===== src/design/assert_macros.svh =====
// Assertion macros used by the top-level RTL file.
`ifndef ASSERT_MACROS_SVH
`define ASSERT_MACROS_SVH

// Same-cycle implication, disabled during reset.
`define SVAU_ASSERT_NOW(label, clk, rst, ante, cons) \
   label: assert property (@(posedge clk) disable iff (rst) (ante) |-> (cons)) \
      else $error("assertion failed: same-cycle check");

// Next-cycle implication, disabled during reset.
`define SVAU_ASSERT_NEXT(label, clk, rst, ante, cons) \
   label: assert property (@(posedge clk) disable iff (rst) (ante) |=> (cons)) \
      else $error("assertion failed: next-cycle check");

`endif


===== src/design/svau_pkg.sv =====
// Package: shared types, widths and the arctangent table of the vector angle unit.
`timescale 1ns / 1ps
`default_nettype none
package svau_pkg;

   localparam int SQ_STEPS     = 31;  // one root bit per stage, bits 30..0
   localparam int CORDIC_STEPS = 30;
   localparam int N_W          = 62;  // sqrt remainder and root width
   localparam int X_W          = 31;  // signed Q30 cosine
   localparam int Y_W          = 31;  // unsigned Q30 sine
   localparam int CW           = 34;  // cordic datapath width

   // per-turn 2^32 arctangents, rounded
   localparam logic [29:0] ATAN_TABLE [0:CORDIC_STEPS-1] = '{
      30'd536870912, 30'd316933406, 30'd167458907, 30'd85004756, 30'd42667331,
      30'd21354465, 30'd10679838, 30'd5340245, 30'd2670163, 30'd1335087,
      30'd667544, 30'd333772, 30'd166886, 30'd83443, 30'd41722,
      30'd20861, 30'd10430, 30'd5215, 30'd2608, 30'd1304,
      30'd652, 30'd326, 30'd163, 30'd81, 30'd41,
      30'd20, 30'd10, 30'd5, 30'd3, 30'd1
   };

   typedef struct packed {
      logic valid;
      logic sat_neg;   // dot at or below -1: half turn
      logic sat_pos;   // dot at or above 1: zero
      logic flip;      // reference test negative
   } svau_side_type;

endpackage
`default_nettype wire


===== src/design/svau_sqrt.sv =====
// Pipelined integer square root, one root bit per register stage.
`timescale 1ns / 1ps
`default_nettype none
module svau_sqrt
   import svau_pkg::*;
(
   input  wire logic                  clock,
   input  wire logic                  reset,
   input  wire logic                  en,
   input  wire logic [N_W-2:0]        n,
   input  wire logic signed [X_W-1:0] x,
   input  wire svau_side_type         side,
   output logic [Y_W-1:0]             root,
   output logic signed [X_W-1:0]      x_out,
   output svau_side_type              side_out
);

   logic [N_W-1:0]        n_pipe    [0:SQ_STEPS];
   logic [N_W-1:0]        root_pipe [0:SQ_STEPS];
   logic signed [X_W-1:0] x_pipe    [0:SQ_STEPS];
   svau_side_type         side_pipe [0:SQ_STEPS];

   logic [N_W-1:0]        n_ff    [0:SQ_STEPS-1];
   logic [N_W-1:0]        root_ff [0:SQ_STEPS-1];
   logic signed [X_W-1:0] x_ff    [0:SQ_STEPS-1];
   svau_side_type         side_ff [0:SQ_STEPS-1];

   assign n_pipe[0]    = {1'b0, n};
   assign root_pipe[0] = '0;
   assign x_pipe[0]    = x;
   assign side_pipe[0] = side;

   for (genvar s = 0; s < SQ_STEPS; s++) begin : g_step
      localparam logic [N_W-1:0] BIT = {{(N_W-1){1'b0}}, 1'b1} << (2 * (SQ_STEPS - 1 - s));
      logic [N_W-1:0] trial;
      logic           take;
      logic [N_W-1:0] n_in;
      logic [N_W-1:0] root_in;

      always_comb begin
         trial   = root_pipe[s] + BIT;
         take    = (n_pipe[s] >= trial);
         n_in    = take ? (n_pipe[s] - trial) : n_pipe[s];
         root_in = take ? ((root_pipe[s] >> 1) + BIT) : (root_pipe[s] >> 1);
      end

      always_ff @(posedge clock) begin
         if (reset) begin
            side_ff[s] <= '0;
         end else if (en) begin
            side_ff[s] <= side_pipe[s];
         end
      end

      always_ff @(posedge clock) begin
         if (en) begin
            n_ff[s]    <= n_in;
            root_ff[s] <= root_in;
            x_ff[s]    <= x_pipe[s];
         end
      end

      assign n_pipe[s+1]    = n_ff[s];
      assign root_pipe[s+1] = root_ff[s];
      assign x_pipe[s+1]    = x_ff[s];
      assign side_pipe[s+1] = side_ff[s];
   end

   assign root     = root_pipe[SQ_STEPS][Y_W-1:0];
   assign x_out    = x_pipe[SQ_STEPS];
   assign side_out = side_pipe[SQ_STEPS];

endmodule
`default_nettype wire


===== config.mk =====
export PLATFORM = sky130hd
export DESIGN_NAME = svau_sqrt
export DESIGN_NICKNAME = d
export VERILOG_FILES = /design/src/design/assert_macros.svh /design/src/design/svau_pkg.sv /design/src/design/svau_sqrt.sv
export SDC_FILE = /design/constraint.sdc
export NUM_CORES = 2
export LEC_CHECK = 0
export ABC_AREA = 0
export BUFFER_PORTS_ARGS = -buffer_cell sky130_fd_sc_hd__buf_2
export CORE_MARGIN = 5
export CORE_UTILIZATION = 60
export CTS_CLUSTER_SIZE = 8
export DETAILED_ROUTE_END_ITERATION = 8
export GPL_TIMING_DRIVEN = 0
export PLACE_DENSITY = 0.76
export SETUP_SLACK_MARGIN = 0.4
export SLEW_MARGIN = 0
export SYNTH_ARGS = -nofsm -noshare
export SYNTH_HDL_FRONTEND = slang
export SYNTH_MEMORY_MAX_BITS = 65536
export SYNTH_SLANG_ARGS = --single-unit
export TNS_END_PERCENT = 10

===== constraint.sdc =====
create_clock -name clock -period 9.2 [get_ports clock]
set_clock_uncertainty 0.2 [all_clocks]
set_input_delay 0.92 -clock clock [delete_from_list [all_inputs] [get_ports clock]]
set_output_delay 0.92 -clock clock [all_outputs]
set_load 0.05 [all_outputs]

Yosys cells after proc, flatten, opt, wreduce, memory -nomap -nowiden
Memory sizes are Yosys's and may differ from the RTL's.
Cells that the tools add are included.
{"block": "word_totals", "reg_bits": 0, "elab_cells": 256, "out_inout_bits": 66, "memories": 4, "mem_bits_ro": 0, "in_bits": 99, "latchBits": 0, "ram_bits": 4929}
{"block": "op_classes", "n_lt_le_gt_ge": 31, "mux": 99, "div_mod_pow": 0, "n_mul": 0, "bitwise_logic": 31, "n_shift": 0, "eq_ne": 0, "reduce_logical": 0, "add_sub_neg": 91}
{"name": "n_ff", "words": 31, "word_bits": 62, "read_ports": 30, "rd_ports_with_merged_regs": 0, "wr": 31, "line": "svau_sqrt.sv:23", "rtl": "logic [N_W-1:0] n_ff [0:SQ_STEPS-1];"}
{"name": "root_ff", "words": 31, "word_bits": 62, "read_ports": 31, "rd_ports_with_merged_regs": 0, "wr": 31, "line": "svau_sqrt.sv:24", "rtl": "logic [N_W-1:0] root_ff [0:SQ_STEPS-1];"}
{"name": "x_ff", "words": 31, "word_bits": 31, "read_ports": 31, "rd_ports_with_merged_regs": 0, "wr": 31, "line": "svau_sqrt.sv:25", "rtl": "logic signed [X_W-1:0] x_ff [0:SQ_STEPS-1];"}
{"name": "side_ff", "words": 31, "word_bits": 4, "read_ports": 31, "rd_ports_with_merged_regs": 0, "wr": 31, "line": "svau_sqrt.sv:26", "rtl": "svau_side_type side_ff [0:SQ_STEPS-1];"}
{"operator": "$mux W62", "n": 61}
{"operator": "$ge A62 B62 Y1", "n": 30}
{"operator": "$sub A62 B62 Y62", "n": 30}
{"operator": "$mux W4", "n": 31}
{"operator": "$add A61 B1 Y62 const B", "n": 1}
{"operator": "$add A61 B11 Y62 const B", "n": 1}
{"operator": "$add A61 B13 Y62 const B", "n": 1}
{"operator": "$add A61 B15 Y62 const B", "n": 1}
{"operator": "$add A61 B17 Y62 const B", "n": 1}
{"operator": "$add A61 B19 Y62 const B", "n": 1}
{"operator": "$add A61 B21 Y62 const B", "n": 1}
{"operator": "$add A61 B23 Y62 const B", "n": 1}
{"operator": "$add A61 B25 Y62 const B", "n": 1}
{"operator": "$add A61 B27 Y62 const B", "n": 1}
{"operator": "$add A61 B29 Y62 const B", "n": 1}
{"operator": "$add A61 B3 Y62 const B", "n": 1}
{"operator": "$add A61 B31 Y62 const B", "n": 1}
{"operator": "$add A61 B33 Y62 const B", "n": 1}
{"operator": "$add A61 B35 Y62 const B", "n": 1}
{"operator": "$add A61 B37 Y62 const B", "n": 1}
{"operator": "$add A61 B39 Y62 const B", "n": 1}
{"operator": "$add A61 B41 Y62 const B", "n": 1}
{"operator": "$add A61 B43 Y62 const B", "n": 1}
{"operator": "$add A61 B45 Y62 const B", "n": 1}
{"operator": "45 further kinds", "n": 80}

Longest topological paths before layout
{"block": "depth", "word_depth": 4, "mapped_depth": 15, "ltp_nobuf": 13}

Least setup slack after synthesis
No wires, ideal clock.
{"block": "synth_path", "path_kind": "register to register", "start": "mem n_ff[28][31]", "end": "mem n_ff[29][37] (data pin)", "slack_ns": 5.583, "setup_time_ns": 0.261, "t_required_ns": 8.739, "path_stages_with_launch": 13, "n_path_buf": 1, "arrival_ns": 3.156, "period_less_slack_ns": 3.617, "path_cell_list": "edfxtp_1 -> ha_1 -> a21o_1 -> a2111oi_2 -> or4b_1 -> a211o_1 -> nand2b_4 -> a211oi_4 -> nor3b_4 -> and2_4 -> buf_6 -> nor2b_1 -> xor2_1"}
{"item": "from (decl)", "line": "svau_sqrt.sv:23"}

==> flow_summary.yaml <==
run_status:
  outcome: "finished, violations left"
  violations: "DRC"
clocking:
  cts_sinks: 3441
  clkTransAtPathRegs_ns: 0.05
  cts_tree: "built"
  clk_path_buf_depth: 4
  numCtsBuffers: 482
  clock_latency_ns: 1.05
  htree_levels: 5
  cts-root-buf: "clkbuf_16"
  cts-resized-gates: 0
  cts_setup_buffers: 0
cells_and_area:
  sequential_cell_area_mm2: 0.103
  filler_cell_count: 16100
  final_cells: 14100
  layout_common_cells: "edfxtp_1 (3441), inv_1 (659), nand2_1 (612), nor2_1 (589), a21oi_1 (550)"
  multiInputGateArea_mm2: 0.0392
  nets: 11500
  drive_above_1_share: 0.0795
  layout_commonest_cell: "edfxtp_1"
  area_growth_syn_to_layout_pct: 12.9
power_and_ir_drop:
  ir_drop_mv: 0.187
  power_density_mw_per_mm2: 259
  power_leakage_nw: 60.8
route:
  maxUsedRoutingLayer: "met5"
  firstDrtPassIters: 8
  antenna_left: 0
  route.detailed.drc: 2
  wl_met2_mm: 169
  vias: 84400
  routedWlPerCell_um: 23.7
  met3_wirelength_mm: 19.0
  initialDrtViolationCount: 7492
  vias_per_cell: 5.97
  wl_met1_mm: 127
  drt_wl_total_mm: 336
die:
  pin_count: 165
  die-width_um: 503
  die_y_um: 503
  core_area_mm2: 0.243
  num_rows: 181
  fp.dieArea_mm2: 0.253
  start_util: 0.601
timing:
  rsz0062_at_grt: "no"
  hold_viol: 0
  worst_slew_pin_slew_ns: 1.29
  fin_crit_sh: 0.579
  max_freq_mhz: 188
  drv_slew: 0
  min_period_ns: 5.32
  max-slew-margin-rel: 0.132
  tns_ns: 0
  finalSetupViolations: 0
setup_path:
  reg2reg_to: "n_ff[24][32]$_DFFE_PP_"
  r2r_start: "n_ff[23][37]$_DFFE_PP_"
  critPathRequiredTime_ns: 9.65
  endpoint: "n_ff[24][32]$_DFFE_PP_"
  worstPathArrival_ns: 5.78
  worstSetupStartpoint: "n_ff[23][37]$_DFFE_PP_"
  reg2reg_depth: 13
  path_max_fanout: 10
  ff2ff_setup_slack_ns: 3.88
  crit_path_end_kind: "flip-flop"
  cp-start-kind: "flip-flop"
  criticalPathCategory: "reg2reg"
global_route:
  overflow: 0
  antenna_found_initial: 16
  grt_first_pass_wirelength_mm: 507
  grt_pass1_vias: 85300
  grt_usage: 0.265
  grt_max_degree: 202
yosys:
  synth_edf_count: 3441
  synthArstFlopShare: 0
  avgSynthCellArea_um2: 14.4
  netlist_area_mm2: 0.146
  seq_area_frac_synth: 0.709
  ys_warn_count: 0
  synth_cells: 10100
  synth-main-ff-cell: "edfxtp_1"
  ys_ff_latch: 3441
  synth_cell_types: 100
placement:
  gp_congestion: 0.977
  dp_cells: 13500
  hpwl_mm: 236
  numPortBuffers: 163
job:
  drv_cap: 0
min_path:
  hold_path_class: "reg2reg"
[timing repair]
action / CTS / global route
setup endpoints to repair: 0 / 0
hold buffers: 96 / 0
hold endpoints to repair: 96 / 0
[report_power, final]
group | switching, mW | total (mW) | internal [mW]
logic | 4.09 | 6.74 | 2.65
clock network | 6.02 | 15.1 | 9.12
registers | 1.36 | 20.8 | 19.4
[sequential cells by signal, indices dropped and copies added, names as in the netlist]
signal	cells
n_ff	1860
root_ff	496
side_ff	124
x_ff	961
[per-stage QoR]
stage                     hold WS [ns]  setup WS, ns  total power [mW]  area [um2]   util
after floorplan                  0.200          5.58              25.1      146000      -
after detailed placement         0.205          3.51              27.6      151000  0.623
after global placement           0.200        -44.07              28.9      151000  0.621
after CTS                        0.119          3.97              42.9      164000  0.678
after global routing             0.141          3.78              44.5      165000  0.678
final                            0.139          3.88              42.7      165000  0.678
[metal layers]
metal / up-vias / track usage
li1: 39400 / -
met4: 4 / 0.148
met5: - / 0
met2: 3174 / 0.462
met3: 821 / 0.0378
met1: 41000 / 0.318
[worst min-delay path by stage]
stage	start	to	slack, ns	cells after the start
global route	en	x_ff[0][24]$_DFFE_PP_	0.14	1
finish	x_ff[7][30]$_DFFE_PP_	x_ff[8][30]$_DFFE_PP_	0.14	0
floorplan	x_ff[9][0]$_DFFE_PP_	x_ff[10][0]$_DFFE_PP_	0.20	0
detailed placement	x_ff[9][10]$_DFFE_PP_	x_ff[10][10]$_DFFE_PP_	0.20	0
global placement	x_ff[8][24]$_DFFE_PP_	x_ff[9][24]$_DFFE_PP_	0.20	0
CTS	en	x_ff[0][24]$_DFFE_PP_	0.12	1
[final cells by class]
class                      count  share of cell area
sequential                  3441               0.628
multi-input combinational   5856               0.238
clock buffer                 493              0.0737
tap                         3202              0.0244
inverter                     662              0.0151
timing repair buffer         280              0.0143
buffer                       170             0.00410
clock inverter                21             0.00182
antenna                       14            0.000213
[critical path, cell delays in order (launching register included)]
cell and delay [ns]:
edfxtp_1 0.41, ha_1 0.29, clkbuf_1 0.29, nand3_1 0.26, nor4_1 0.93, nand4_1 0.33, o41ai_1 0.85, or3_1 0.25
a211oi_1 0.05, nand3_1 0.14, buf_2 0.31, buf_2 0.35, buf_2 0.30, a21oi_1 0.10
[logic make-up (layout without fill, tap and decap cells)]
kind of cell	after synthesis	after routing	share of synthesized area
adder cells (fa/ha/maj)	523	523	0.0449
buffers and inverters	832	1626	0.0217
flip-flops	3441	3441	0.709
AND/OR/NAND/NOR	2751	2751	0.0976
XOR/XNOR	821	821	0.0494
other	1	16	0.0000257
multiplexers	85	85	0.00647
AO/OA/AOI/OAI	1674	1674	0.0707
[cells in the mapped netlist, types with 15 or more instances]
cell | n | area share
nor2b_1 | 75 | 0.0032
or4_1 | 59 | 0.0030
nand2b_1 | 101 | 0.0043
or3_1 | 99 | 0.0043
o21ai_0 | 432 | 0.015
nand3b_1 | 33 | 0.0017
a21boi_0 | 34 | 0.0018
nand2_1 | 612 | 0.016
ha_1 | 523 | 0.045
mux2_2 | 72 | 0.0056
xnor2_1 | 436 | 0.026
edfxtp_1 | 3441 | 0.71
nor3_1 | 234 | 0.0080
nor3b_1 | 15 | 0.00077
inv_1 | 659 | 0.017
o31ai_1 | 50 | 0.0026
a31oi_1 | 37 | 0.0016
or2_2 | 40 | 0.0017
a21o_1 | 191 | 0.0098
nand3_1 | 158 | 0.0054
nor4b_1 | 43 | 0.0026
nor2_1 | 589 | 0.015
xor2_1 | 385 | 0.023
nor4_1 | 308 | 0.013
buf_2 | 20 | 0.00069
and2_1 | 148 | 0.0064
o21bai_1 | 55 | 0.0028
clkbuf_1 | 141 | 0.0036
a211oi_1 | 49 | 0.0025
and3_1 | 26 | 0.0011
nand4_1 | 140 | 0.0060
o211ai_1 | 36 | 0.0019
nand4b_1 | 16 | 0.00096
o21a_1 | 106 | 0.0055
a21oi_1 | 550 | 0.019
Note: power is estimated with default switching activity, not from simulation.
